--- src/sv/sitdt_pkg.sv ---
package sitdt_pkg;

	localparam int DEFAULT_VALUE_WIDTH = 32;

	localparam logic [7:0] CHAR_ZERO  = 8'd48;
	localparam logic [7:0] CHAR_MINUS = 8'd45;

	typedef enum logic [2:0] {
		ST_IDLE,
		ST_CONV,
		ST_SKIP,
		ST_SIGN,
		ST_EMIT
	} state_t;

	typedef struct packed {
		logic load;
		logic shift;
		logic drop;
		logic sel_sign;
	} cmd_t;

	typedef struct packed {
		logic conv_done;
		logic lead_zero;
		logic last_digit;
		logic negative;
	} status_t;

endpackage

--- src/sv/sitdt_if.sv ---
interface sitdt_value_if #(
	parameter int VALUE_WIDTH = sitdt_pkg::DEFAULT_VALUE_WIDTH
);
	logic                          valid;
	logic                          ready;
	logic signed [VALUE_WIDTH-1:0] value;

	modport source (output valid, output value, input ready);
	modport sink   (input valid, input value, output ready);
endinterface

interface sitdt_char_if;
	logic       valid;
	logic       ready;
	logic [7:0] text_char;
	logic       last_char;

	modport source (output valid, output text_char, output last_char, input ready);
	modport sink   (input valid, input text_char, input last_char, output ready);
endinterface

--- src/sv/sitdt_ctrl.sv ---
module sitdt_ctrl (
	input  logic                clk,
	input  logic                arst_n,
	input  logic                in_valid,
	output logic                in_ready,
	output logic                out_valid,
	input  logic                out_ready,
	output logic                out_last,
	input  sitdt_pkg::status_t  status,
	output sitdt_pkg::cmd_t     cmd
);

	sitdt_pkg::state_t state_q;
	sitdt_pkg::state_t state_d;

	always_ff @(posedge clk or negedge arst_n) begin
		if (!arst_n) begin
			state_q <= sitdt_pkg::ST_IDLE;
		end else begin
			state_q <= state_d;
		end
	end

	always_comb begin
		state_d   = state_q;
		cmd       = '0;
		in_ready  = 1'b0;
		out_valid = 1'b0;
		out_last  = 1'b0;
		case (state_q)
			sitdt_pkg::ST_IDLE: begin
				in_ready = 1'b1;
				if (in_valid) begin
					cmd.load = 1'b1;
					state_d  = sitdt_pkg::ST_CONV;
				end
			end
			sitdt_pkg::ST_CONV: begin
				if (status.conv_done) begin
					state_d = sitdt_pkg::ST_SKIP;
				end else begin
					cmd.shift = 1'b1;
				end
			end
			sitdt_pkg::ST_SKIP: begin
				if (status.lead_zero) begin
					cmd.drop = 1'b1;
				end else if (status.negative) begin
					state_d = sitdt_pkg::ST_SIGN;
				end else begin
					state_d = sitdt_pkg::ST_EMIT;
				end
			end
			sitdt_pkg::ST_SIGN: begin
				out_valid    = 1'b1;
				cmd.sel_sign = 1'b1;
				if (out_ready) begin
					state_d = sitdt_pkg::ST_EMIT;
				end
			end
			sitdt_pkg::ST_EMIT: begin
				out_valid = 1'b1;
				out_last  = status.last_digit;
				if (out_ready) begin
					if (status.last_digit) begin
						state_d = sitdt_pkg::ST_IDLE;
					end else begin
						cmd.drop = 1'b1;
					end
				end
			end
			default: begin
				state_d = sitdt_pkg::ST_IDLE;
			end
		endcase
	end

endmodule

--- src/sv/sitdt_dp.sv ---
module sitdt_dp #(
	parameter int VALUE_WIDTH = sitdt_pkg::DEFAULT_VALUE_WIDTH,
	parameter int NUM_DIGITS  = 10
) (
	input  logic                          clk,
	input  logic signed [VALUE_WIDTH-1:0] value,
	input  sitdt_pkg::cmd_t               cmd,
	output sitdt_pkg::status_t            status,
	output logic [7:0]                    text_char
);

	localparam int CNT_W = $clog2(VALUE_WIDTH + 1);
	localparam int REM_W = $clog2(NUM_DIGITS + 1);
	localparam int BCD_W = 4 * NUM_DIGITS;

	logic [VALUE_WIDTH-1:0] raw;
	logic [VALUE_WIDTH-1:0] mag;
	logic [VALUE_WIDTH-1:0] bin_q;
	logic [BCD_W-1:0]       bcd_q;
	logic [BCD_W-1:0]       adj;
	logic [CNT_W-1:0]       bit_cnt_q;
	logic [REM_W-1:0]       rem_q;
	logic                   neg_q;
	logic [3:0]             top_digit;

	assign raw       = value;
	assign mag       = raw[VALUE_WIDTH-1] ? (~raw + 1'b1) : raw;
	assign top_digit = bcd_q[BCD_W-1 -: 4];

	always_comb begin
		for (int i = 0; i < NUM_DIGITS; i++) begin
			if (bcd_q[4*i +: 4] inside {[4'd5:4'd9]}) begin
				adj[4*i +: 4] = bcd_q[4*i +: 4] + 4'd3;
			end else begin
				adj[4*i +: 4] = bcd_q[4*i +: 4];
			end
		end
	end

	always_ff @(posedge clk) begin
		if (cmd.load) begin
			bin_q     <= mag;
			bcd_q     <= '0;
			neg_q     <= raw[VALUE_WIDTH-1];
			bit_cnt_q <= CNT_W'(VALUE_WIDTH);
			rem_q     <= REM_W'(NUM_DIGITS);
		end else if (cmd.shift) begin
			bcd_q     <= {adj[BCD_W-2:0], bin_q[VALUE_WIDTH-1]};
			bin_q     <= {bin_q[VALUE_WIDTH-2:0], 1'b0};
			bit_cnt_q <= bit_cnt_q - 1'b1;
		end else if (cmd.drop) begin
			bcd_q <= {bcd_q[BCD_W-5:0], 4'd0};
			rem_q <= rem_q - 1'b1;
		end
	end

	assign status.conv_done  = (bit_cnt_q == '0);
	assign status.lead_zero  = (top_digit == 4'd0) && (rem_q > REM_W'(1));
	assign status.last_digit = (rem_q == REM_W'(1));
	assign status.negative   = neg_q;

	assign text_char = cmd.sel_sign ? sitdt_pkg::CHAR_MINUS
	                                : (sitdt_pkg::CHAR_ZERO + {4'd0, top_digit});

endmodule

--- src/sv/signed_int_to_decimal_text.sv ---
// Converts one signed word to decimal ASCII, one character per output word, sign first.
// The word is loaded, converted by the bit-serial shift-add-3 binary-to-BCD loop, and then
// leading zero digits are dropped one per cycle before the first character is sent; the
// characters then follow one per cycle while the receiver is ready. A new word is taken only
// in idle, after the last character of the previous word has been accepted.
// Reset: asynchronous, active low, returns the controller to idle; no item is held.
module signed_int_to_decimal_text #(
	parameter int VALUE_WIDTH = sitdt_pkg::DEFAULT_VALUE_WIDTH
) (
	input logic            clk,
	input logic            arst_n,
	sitdt_value_if.sink    number,
	sitdt_char_if.source   text
);

	localparam int NUM_DIGITS = ((VALUE_WIDTH - 1) * 30103) / 100000 + 1;

	sitdt_pkg::cmd_t    cmd;
	sitdt_pkg::status_t status;

	sitdt_ctrl u_ctrl (
		.clk       (clk),
		.arst_n    (arst_n),
		.in_valid  (number.valid),
		.in_ready  (number.ready),
		.out_valid (text.valid),
		.out_ready (text.ready),
		.out_last  (text.last_char),
		.status    (status),
		.cmd       (cmd)
	);

	sitdt_dp #(
		.VALUE_WIDTH (VALUE_WIDTH),
		.NUM_DIGITS  (NUM_DIGITS)
	) u_dp (
		.clk       (clk),
		.value     (number.value),
		.cmd       (cmd),
		.status    (status),
		.text_char (text.text_char)
	);

endmodule

--- src/flat_wrapper.sv ---
// flat-port wrapper written by rule: the top's interface ports become plain ports
module signed_int_to_decimal_text_flat 
#(
	parameter int VALUE_WIDTH = sitdt_pkg::DEFAULT_VALUE_WIDTH
)
  (clk, arst_n, number_valid, number_value, number_ready, text_valid, text_text_char, text_last_char, text_ready);
  sitdt_value_if #(.VALUE_WIDTH(VALUE_WIDTH)) number_i ();
  sitdt_char_if text_i ();
  input logic clk;
  input logic arst_n;
  input wire logic [$bits(number_i.valid)-1:0] number_valid;
  input wire logic [$bits(number_i.value)-1:0] number_value;
  output wire logic [$bits(number_i.ready)-1:0] number_ready;
  output wire logic [$bits(text_i.valid)-1:0] text_valid;
  output wire logic [$bits(text_i.text_char)-1:0] text_text_char;
  output wire logic [$bits(text_i.last_char)-1:0] text_last_char;
  input wire logic [$bits(text_i.ready)-1:0] text_ready;
  assign number_i.valid = number_valid;
  assign number_i.value = number_value;
  assign number_ready = number_i.ready;
  assign text_valid = text_i.valid;
  assign text_text_char = text_i.text_char;
  assign text_last_char = text_i.last_char;
  assign text_i.ready = text_ready;
  signed_int_to_decimal_text #(.VALUE_WIDTH(VALUE_WIDTH)) u_core (.clk(clk), .arst_n(arst_n), .number(number_i), .text(text_i));
endmodule
--- config.mk ---
export PLATFORM = sky130hd
export DESIGN_NAME = signed_int_to_decimal_text_flat
export DESIGN_NICKNAME = d
export VERILOG_FILES = /design/src/sv/sitdt_pkg.sv /design/src/sv/sitdt_if.sv /design/src/sv/sitdt_ctrl.sv /design/src/sv/sitdt_dp.sv /design/src/sv/signed_int_to_decimal_text.sv /design/src/flat_wrapper.sv
export SDC_FILE = /design/constraint.sdc
export NUM_CORES = 1
export LEC_CHECK = 0
export BUFFER_PORTS_ARGS = -buffer_cell sky130_fd_sc_hd__buf_2
export CAP_MARGIN = 20
export CORE_UTILIZATION = 40
export CTS_BUF_LIST = sky130_fd_sc_hd__clkbuf_8 sky130_fd_sc_hd__clkbuf_16
export CTS_CLUSTER_SIZE = 10
export DETAILED_ROUTE_END_ITERATION = 12
export MAX_ROUTING_LAYER = met4
export SLEW_MARGIN = 30
export SYNTH_ARGS = -nofsm -noshare
export SYNTH_HDL_FRONTEND = slang
export SYNTH_SLANG_ARGS = --single-unit
export TNS_END_PERCENT = 1
--- constraint.sdc ---
create_clock -name clk -period 3.3 [get_ports clk]
set_clock_uncertainty 0.15 [all_clocks]
set_input_delay 0 -clock clk [delete_from_list [all_inputs] [get_ports clk]]
set_output_delay 0 -clock clk [all_outputs]
set_load 0.05 [all_outputs]
## After elaboration in Yosys (flattened, before gate mapping)

Cells that the tools add are included.
W data, S select, Z words.

- Register bits after elaboration: 86
- Output and inout bits: 11

- Add/sub/neg operators: 14
- $lt $le $gt $ge: 21
- Eq/ne operators: 11
- Muxes and demuxes: 36
- Bitwise logic cells: 2
- Reductions and logical operators: 19

Operators by type and width:

| operator | count |
|---|---|
| $mux W32 | 3 |
| $mux W40 | 2 |
| $ge A4 B3 Y1 const B | 10 |
| $le A4 B4 Y1 const B | 10 |
| $add A4 B2 Y4 const B | 9 |
| $mux W4 | 9 |
| $add A32 B1 Y32 const B | 1 |
| $not A32 Y32 | 1 |
| $mux W3 | 8 |
| $pmux W3 S5 | 1 |
| $logic_and A1 B1 Y1 | 11 |
| $mux W1 | 11 |
| $ne A2 B2 Y1 const B | 5 |
| $add A6 B4 Y7 const A | 1 |
| $mux W7 | 1 |
| $eq A3 B2 Y1 const B | 2 |
| $logic_not A6 Y1 | 1 |
| $reduce_and A6 Y1 | 1 |
| $sub A6 B1 Y6 const B | 1 |
| $eq A4 B1 Y1 const B | 1 |
| $gt A4 B1 Y1 const B | 1 |
| $logic_not A4 Y1 | 1 |
| $reduce_bool A2 Y1 | 2 |
| $sub A4 B1 Y4 const B | 1 |
| 9 further kinds | 9 |

## Longest topological paths before layout

- Word-level depth: 6
- Gate-level depth with buffers: 9
- Depth with buffers taken out: 7

## By module

From an unflattened synthesis, not the netlist that was laid out.

- Cell total of the unflattened synthesis: 655
- Area total of the unflattened synthesis: 5557.8 um^2

Modules (own cells, without submodules):

| module | times used | cells an instance | area each (um^2) | sequential area each (um^2) |
|---|---|---|---|---|
| sitdt_dp | 1 | 623 | 5300.1 | 1991.9 |
| sitdt_ctrl | 1 | 32 | 257.7 | 75.1 |

## Least setup slack after synthesis

Ideal clock, no wire load.

- Path type: reg2reg
- Start: reg u_core.u_ctrl.state_q[2]
- End: reg u_core.u_dp.bin_q[0] (enable)
- Arrival time: 3.277 ns
- Required time: 2.761 ns
- Slack: -0.516 ns
- Cell stages (with the launch flop): 7
- Buffers on the path: 3
- Path through: dfrtp_1 clkbuf_1 nor3_1 nand2_1 clkbuf_1 clkbuf_1 nand2_1

- Word-level cells in the longest chain between the ends: 3
- Elaborated cells on any way between the ends: 5

RTL lines:

| element | RTL line | RTL |
|---|---|---|
| start: declaration | sitdt_ctrl.sv:13 | `sitdt_pkg::state_t state_q;` |
| start signal: assignment | sitdt_ctrl.sv:18 | `state_q <= sitdt_pkg::ST_IDLE;` |
| start signal: assignment | sitdt_ctrl.sv:20 | `state_q <= state_d;` |
| $eq A3 B1 Y1 or $logic_not A3 Y1 (tied branches) | sitdt_ctrl.sv:30 | `case (state_q)` |
| $mux W1 | sitdt_ctrl.sv:30 |  |
| $reduce_bool A2 Y1 (no line) (*) | n/a |  |
| end signal: assignment | sitdt_dp.sv:42 | `bin_q <= mag;` |
| end signal: assignment | sitdt_dp.sv:49 | `bin_q <= {bin_q[VALUE_WIDTH-2:0], 1'b0};` |
| end: declaration | sitdt_dp.sv:18 | `logic [VALUE_WIDTH-1:0] bin_q;` |

Mark *: on every way between the ends. The rest lies on a longest branch, timed or not.
A chain may end at the register's enable or synchronous reset.

## Worst setup path in the final report

- Start: reg u_core.u_dp.bcd_q[36]
- End: reg u_core.u_dp.rem_q[3]

- Word-level cells in the longest chain between the ends: 5

RTL lines:

| element | RTL line | RTL |
|---|---|---|
| start: declaration | sitdt_dp.sv:19 | `logic [BCD_W-1:0] bcd_q;` |
| start signal: assignment | sitdt_dp.sv:48 | `bcd_q <= {adj[BCD_W-2:0], bin_q[VALUE_WIDTH-1]};` |
| start signal: assignment | sitdt_dp.sv:52 | `bcd_q <= {bcd_q[BCD_W-5:0], 4'd0};` |
| $logic_not A4 Y1 | sitdt_dp.sv:58 | `assign status.lead_zero = (top_digit == 4'd0) && (rem_q > REM_W'(1));` |
| $logic_and A1 B1 Y1 | sitdt_dp.sv:58 |  |
| $mux W1 | sitdt_ctrl.sv:46 | `if (status.lead_zero) begin` |
| $pmux W1 S2 | sitdt_ctrl.sv:30 |  |
| $reduce_and A2 Y1 (no line) | n/a |  |
| end signal: assignment | sitdt_dp.sv:46 | `rem_q <= REM_W'(NUM_DIGITS);` |
| end signal: assignment | sitdt_dp.sv:53 | `rem_q <= rem_q - 1'b1;` |
| end: declaration | sitdt_dp.sv:22 | `logic [REM_W-1:0] rem_q;` |

No other way between the ends.

==> impl_metrics.csv <==
group,metric,value,unit
status,status,"finished, final reports clean",
placement,numPortBuffers,43,
worst_setup_path,cpPeakStageDelay,0.67,ns
worst_setup_path,crit_slowest_cell,"or2_2",
worst_setup_path,start_kind,"flip-flop",
power_and_ir_drop,peakVddDrop,0.000456,V
logic_synthesis,async_flop_share,0.0349,
worst_setup_path,r2r_slack,0.68,ns
clock_tree,cts_root_buf,"clkbuf_16",
logic_synthesis,yosysTopAreaCell,"dfxtp_1",
sta,max_slew_margin,0.482,
sta,setup_viol,0,
sta,fin_crit,2.62,ns
logic_synthesis,synth_top_family_by_area,"compound AO/OA/AOI/OAI gates",
logic_synthesis,synth_simple_gate_area_share,0.196,
cells_and_area,nets,764,
placement,hpwl,7780,µm
placement,place_congestion,0.822,
route,routed_via_density,5.34,
logic_synthesis,synthAdderAreaFrac,0.0582,
route,wl,11600,µm
floorplan,die_area,13900,µm²
sta,max_slew.worst_pin.slew,0.777,ns
floorplan,die_w,118,µm
worst_setup_path,crit_fanout,41,
logic_synthesis,netlist_instances,641,
route,vias,4701,
global_route,grt_pass1_wl,20500,µm
logic_synthesis,synth_mux_area_frac,0.0186,
floorplan,start_util,0.418,
worst_setup_path,critical_path_required,3.35,ns
logic_synthesis,synth-xor-area-share,0.0749,
power_and_ir_drop,powerDensity,889,nW/µm²
sta,drv_slew,0,
clock_tree,clock-sinks,86,
clock_tree,cts_buffer_depth,2,
clock_tree,clkTransAtPathRegs,0.06,ns
route,first_pass_iters,5,
sta,fmax,381,MHz
cells_and_area,nFillCells,1207,
placement,dpl_cell_area,5690,µm²
logic_synthesis,synth_area_leaders,"dfxtp_1 (19%), edfxtp_1 (18%), nand2_1 (7.7%)",
worst_setup_path,crit_chain,"inv_1 > ha_1 > nor4bb_1 > o311a_1 > or2_2 > and3_1 > o21ai_0",
power_and_ir_drop,p_leak,2.34,nW
floorplan,core_region_area,12900,µm²
logic_synthesis,yosysWarnings,0,
route,drt_iter0_drc,275,
hold_path,min_path_type,"primary input to flip-flop",
cells_and_area,drive_gt1_frac,0.102,
floorplan,rows,41,
sta,hold_slack,0.0387,ns
cells_and_area,syn2layout_area_growth,18.4,%
sta,fin_crit_sh,0.795,
route,drc,0,
cells_and_area,stdcell_area,6360,µm²
logic_synthesis,synthDistinctLibCells,52,
route,wl_per_cell,13.2,µm
floorplan,fp.dieH,118,µm
clock_tree,clock_latency,0.34,ns
logic_synthesis,synth_edf_count,33,
floorplan,ios,47,
sta,setup_slack,0.677,ns
route,ant_nets,0,
placement,post-place-ws,0.690,ns
global_route,grt_pass1_vias,4550,
worst_setup_path,arrival,2.67,ns
clock_tree,cts_buffers,9,
cells_and_area,antenna_cells,0,
logic_synthesis,ys.flop_type,"dfxtp_1",
logic_synthesis,synth_area_per_cell,8.39,µm²
global_route,grt_remaining_overflow,0,
logic_synthesis,yosysSeqAreaShare,0.384,
sta,tns,0,ns
clock_tree,ctsHtreeMaxLevel,3,
logic_synthesis,synth_seq_cells,86,
flow_run,maxCapViolCount,0,
clock_tree,cts_tree,"done",
logic_synthesis,synth_compound_area_frac,0.211,
sta,hold_viol_final,0,
global_route,antenna_found_initial,0,
global_route,grt_usage,0.182,
logic_synthesis,synth_area,5380,µm²
logic_synthesis,yosysTopAreaCellShare,0.186,
worst_setup_path,worstSetupPathType,"flip-flop to flip-flop",
worst_setup_path,cp-end-kind,"flip-flop",
sta,rsz0062_at_grt,"no",
global_route,grt_max_degree,70,
sequential cells by signal (all words and copies together) (netlist names):
name,flops
u_core.u_ctrl.state_q,3
u_core.u_dp.bin_q,32
u_core.u_dp.bcd_q,40
u_core.u_dp.neg_q,1
u_core.u_dp.rem_q,4
u_core.u_dp.bit_cnt_q,6
cell type report:
class | count | area [µm²] | share of cell area
tap | 172 | 215 | 0.0338
timing repair buffer | 85 | 621 | 0.0975
clock inverter | 3 | 13.8 | 0.00216
inverter | 32 | 120 | 0.0189
clock buffer | 13 | 303 | 0.0476
multi-input combinational | 489 | 3020 | 0.475
sequential | 86 | 2070 | 0.325
through the flow:
stage | total power [mW] | instances | utilization
floorplan | 4.14 | 642 | -
global placement | 4.51 | 828 | 0.442
detailed placement | 4.62 | 828 | 0.442
CTS | 5.72 | 880 | 0.494
global route | 6.14 | 880 | 0.494
finish | 5.66 | 880 | 0.494
cells in the mapped netlist (4+ instances only):
| cell | count |
|---|---|
| a21oi_1 | 26 |
| a22oi_1 | 19 |
| a31oi_1 | 19 |
| buf_6 | 4 |
| clkbuf_1 | 23 |
| dfxtp_1 | 50 |
| edfxtp_1 | 33 |
| ha_1 | 25 |
| inv_1 | 31 |
| mux2i_1 | 10 |
| nand2_1 | 110 |
| nand2b_1 | 16 |
| nand3_1 | 10 |
| nor2_1 | 30 |
| nor2b_1 | 21 |
| nor3_1 | 4 |
| nor4_1 | 6 |
| o21ai_0 | 67 |
| o221ai_1 | 10 |
| o22ai_1 | 10 |
| o31ai_1 | 12 |
| o41ai_1 | 8 |
| or3_1 | 4 |
| xnor2_1 | 18 |
| xor2_1 | 28 |
cells in the final DEF (no fill, tap or decap), types with 4 or more instances in the layout:
master | synthesis | layout
a21oi_1 | 26 | 26
buf_4 | 3 | 6
dlygate4sd3_1 | 0 | 36
xnor2_1 | 18 | 18
inv_1 | 31 | 32
nand3_1 | 10 | 10
a22oi_1 | 19 | 19
nor2b_1 | 21 | 21
o21ai_0 | 67 | 67
o41ai_1 | 8 | 8
ha_1 | 25 | 25
clkbuf_16 | 0 | 11
or3_1 | 4 | 4
nand2b_1 | 16 | 16
nand2_1 | 110 | 109
edfxtp_1 | 33 | 33
nor4_1 | 6 | 6
o31ai_1 | 12 | 12
o22ai_1 | 10 | 10
nor2_1 | 30 | 30
mux2i_1 | 10 | 10
xor2_1 | 28 | 28
buf_2 | 3 | 43
o221ai_1 | 10 | 10
a31oi_1 | 19 | 19
dfxtp_1 | 50 | 50
report_power, final:
| part | switching (mW) | internal (mW) | total (mW) |
|---|---|---|---|
| clock network | 0.403 | 0.638 | 1.04 |
| registers | 0.352 | 1.70 | 2.05 |
| logic | 1.62 | 0.943 | 2.57 |
| total | 2.38 | 3.28 | 5.66 |
metal layers:
layer / track usage / vias up / share of wire / wire, µm
met1: 0.208 / 2211 / 0.47 / 5420
met4: 0.0529 / 0 / 0.0096 / 112
met5: - / - / 0 / 0
li1: - / 2404 / - / -
met3: 0.0451 / 10 / 0.032 / 375
met2: 0.314 / 76 / 0.49 / 5730
worst max-delay path, delay by kind of cell, from the launching register on:
kind                     cells  cell delay, ns
AO/OA/AOI/OAI                2            0.43
adder cells (fa/ha/maj)      1            0.16
buffers and inverters        1            0.14
flip-flops                   1            0.33
AND/OR/NAND/NOR              3            1.25
worst paths after layout:
| check | end | depth (start not counted) | startpoint |
|---|---|---|---|
| max in group asynchronous | u_core.u_ctrl.state_q[0] | 3 | arst_n |
| worst min-delay path | u_core.u_ctrl.state_q[0] | 5 | number_valid |
| worst max-delay path | u_core.u_dp.rem_q[3] | 7 | u_core.u_dp.bcd_q[36] |
| worst max register to register | u_core.u_dp.rem_q[3] | 7 | u_core.u_dp.bcd_q[36] |
| worst min register to register | u_core.u_dp.bcd_q[37] | 2 | u_core.u_dp.bcd_q[37] |
| min in group asynchronous | u_core.u_ctrl.state_q[1] | 3 | arst_n |
cell families after synthesis:
| logic type | after synthesis |
|---|---|
| xor+xnor | 46 |
| mux | 10 |
| buf+inv | 67 |
| other cells | 2 |
| simple gates | 221 |
| compound gates | 184 |
| fa+ha+maj | 25 |
| flops | 86 |
repair_timing:
item                                   4_1_cts  5_1_grt
buffers inserted                             0        0
endpoints found under the hold margin       37        0
resized for setup                            0        0
setup endpoints to repair                    0        0
hold buffers                                36        0
Note: power is estimated with default switching activity, not from simulation.
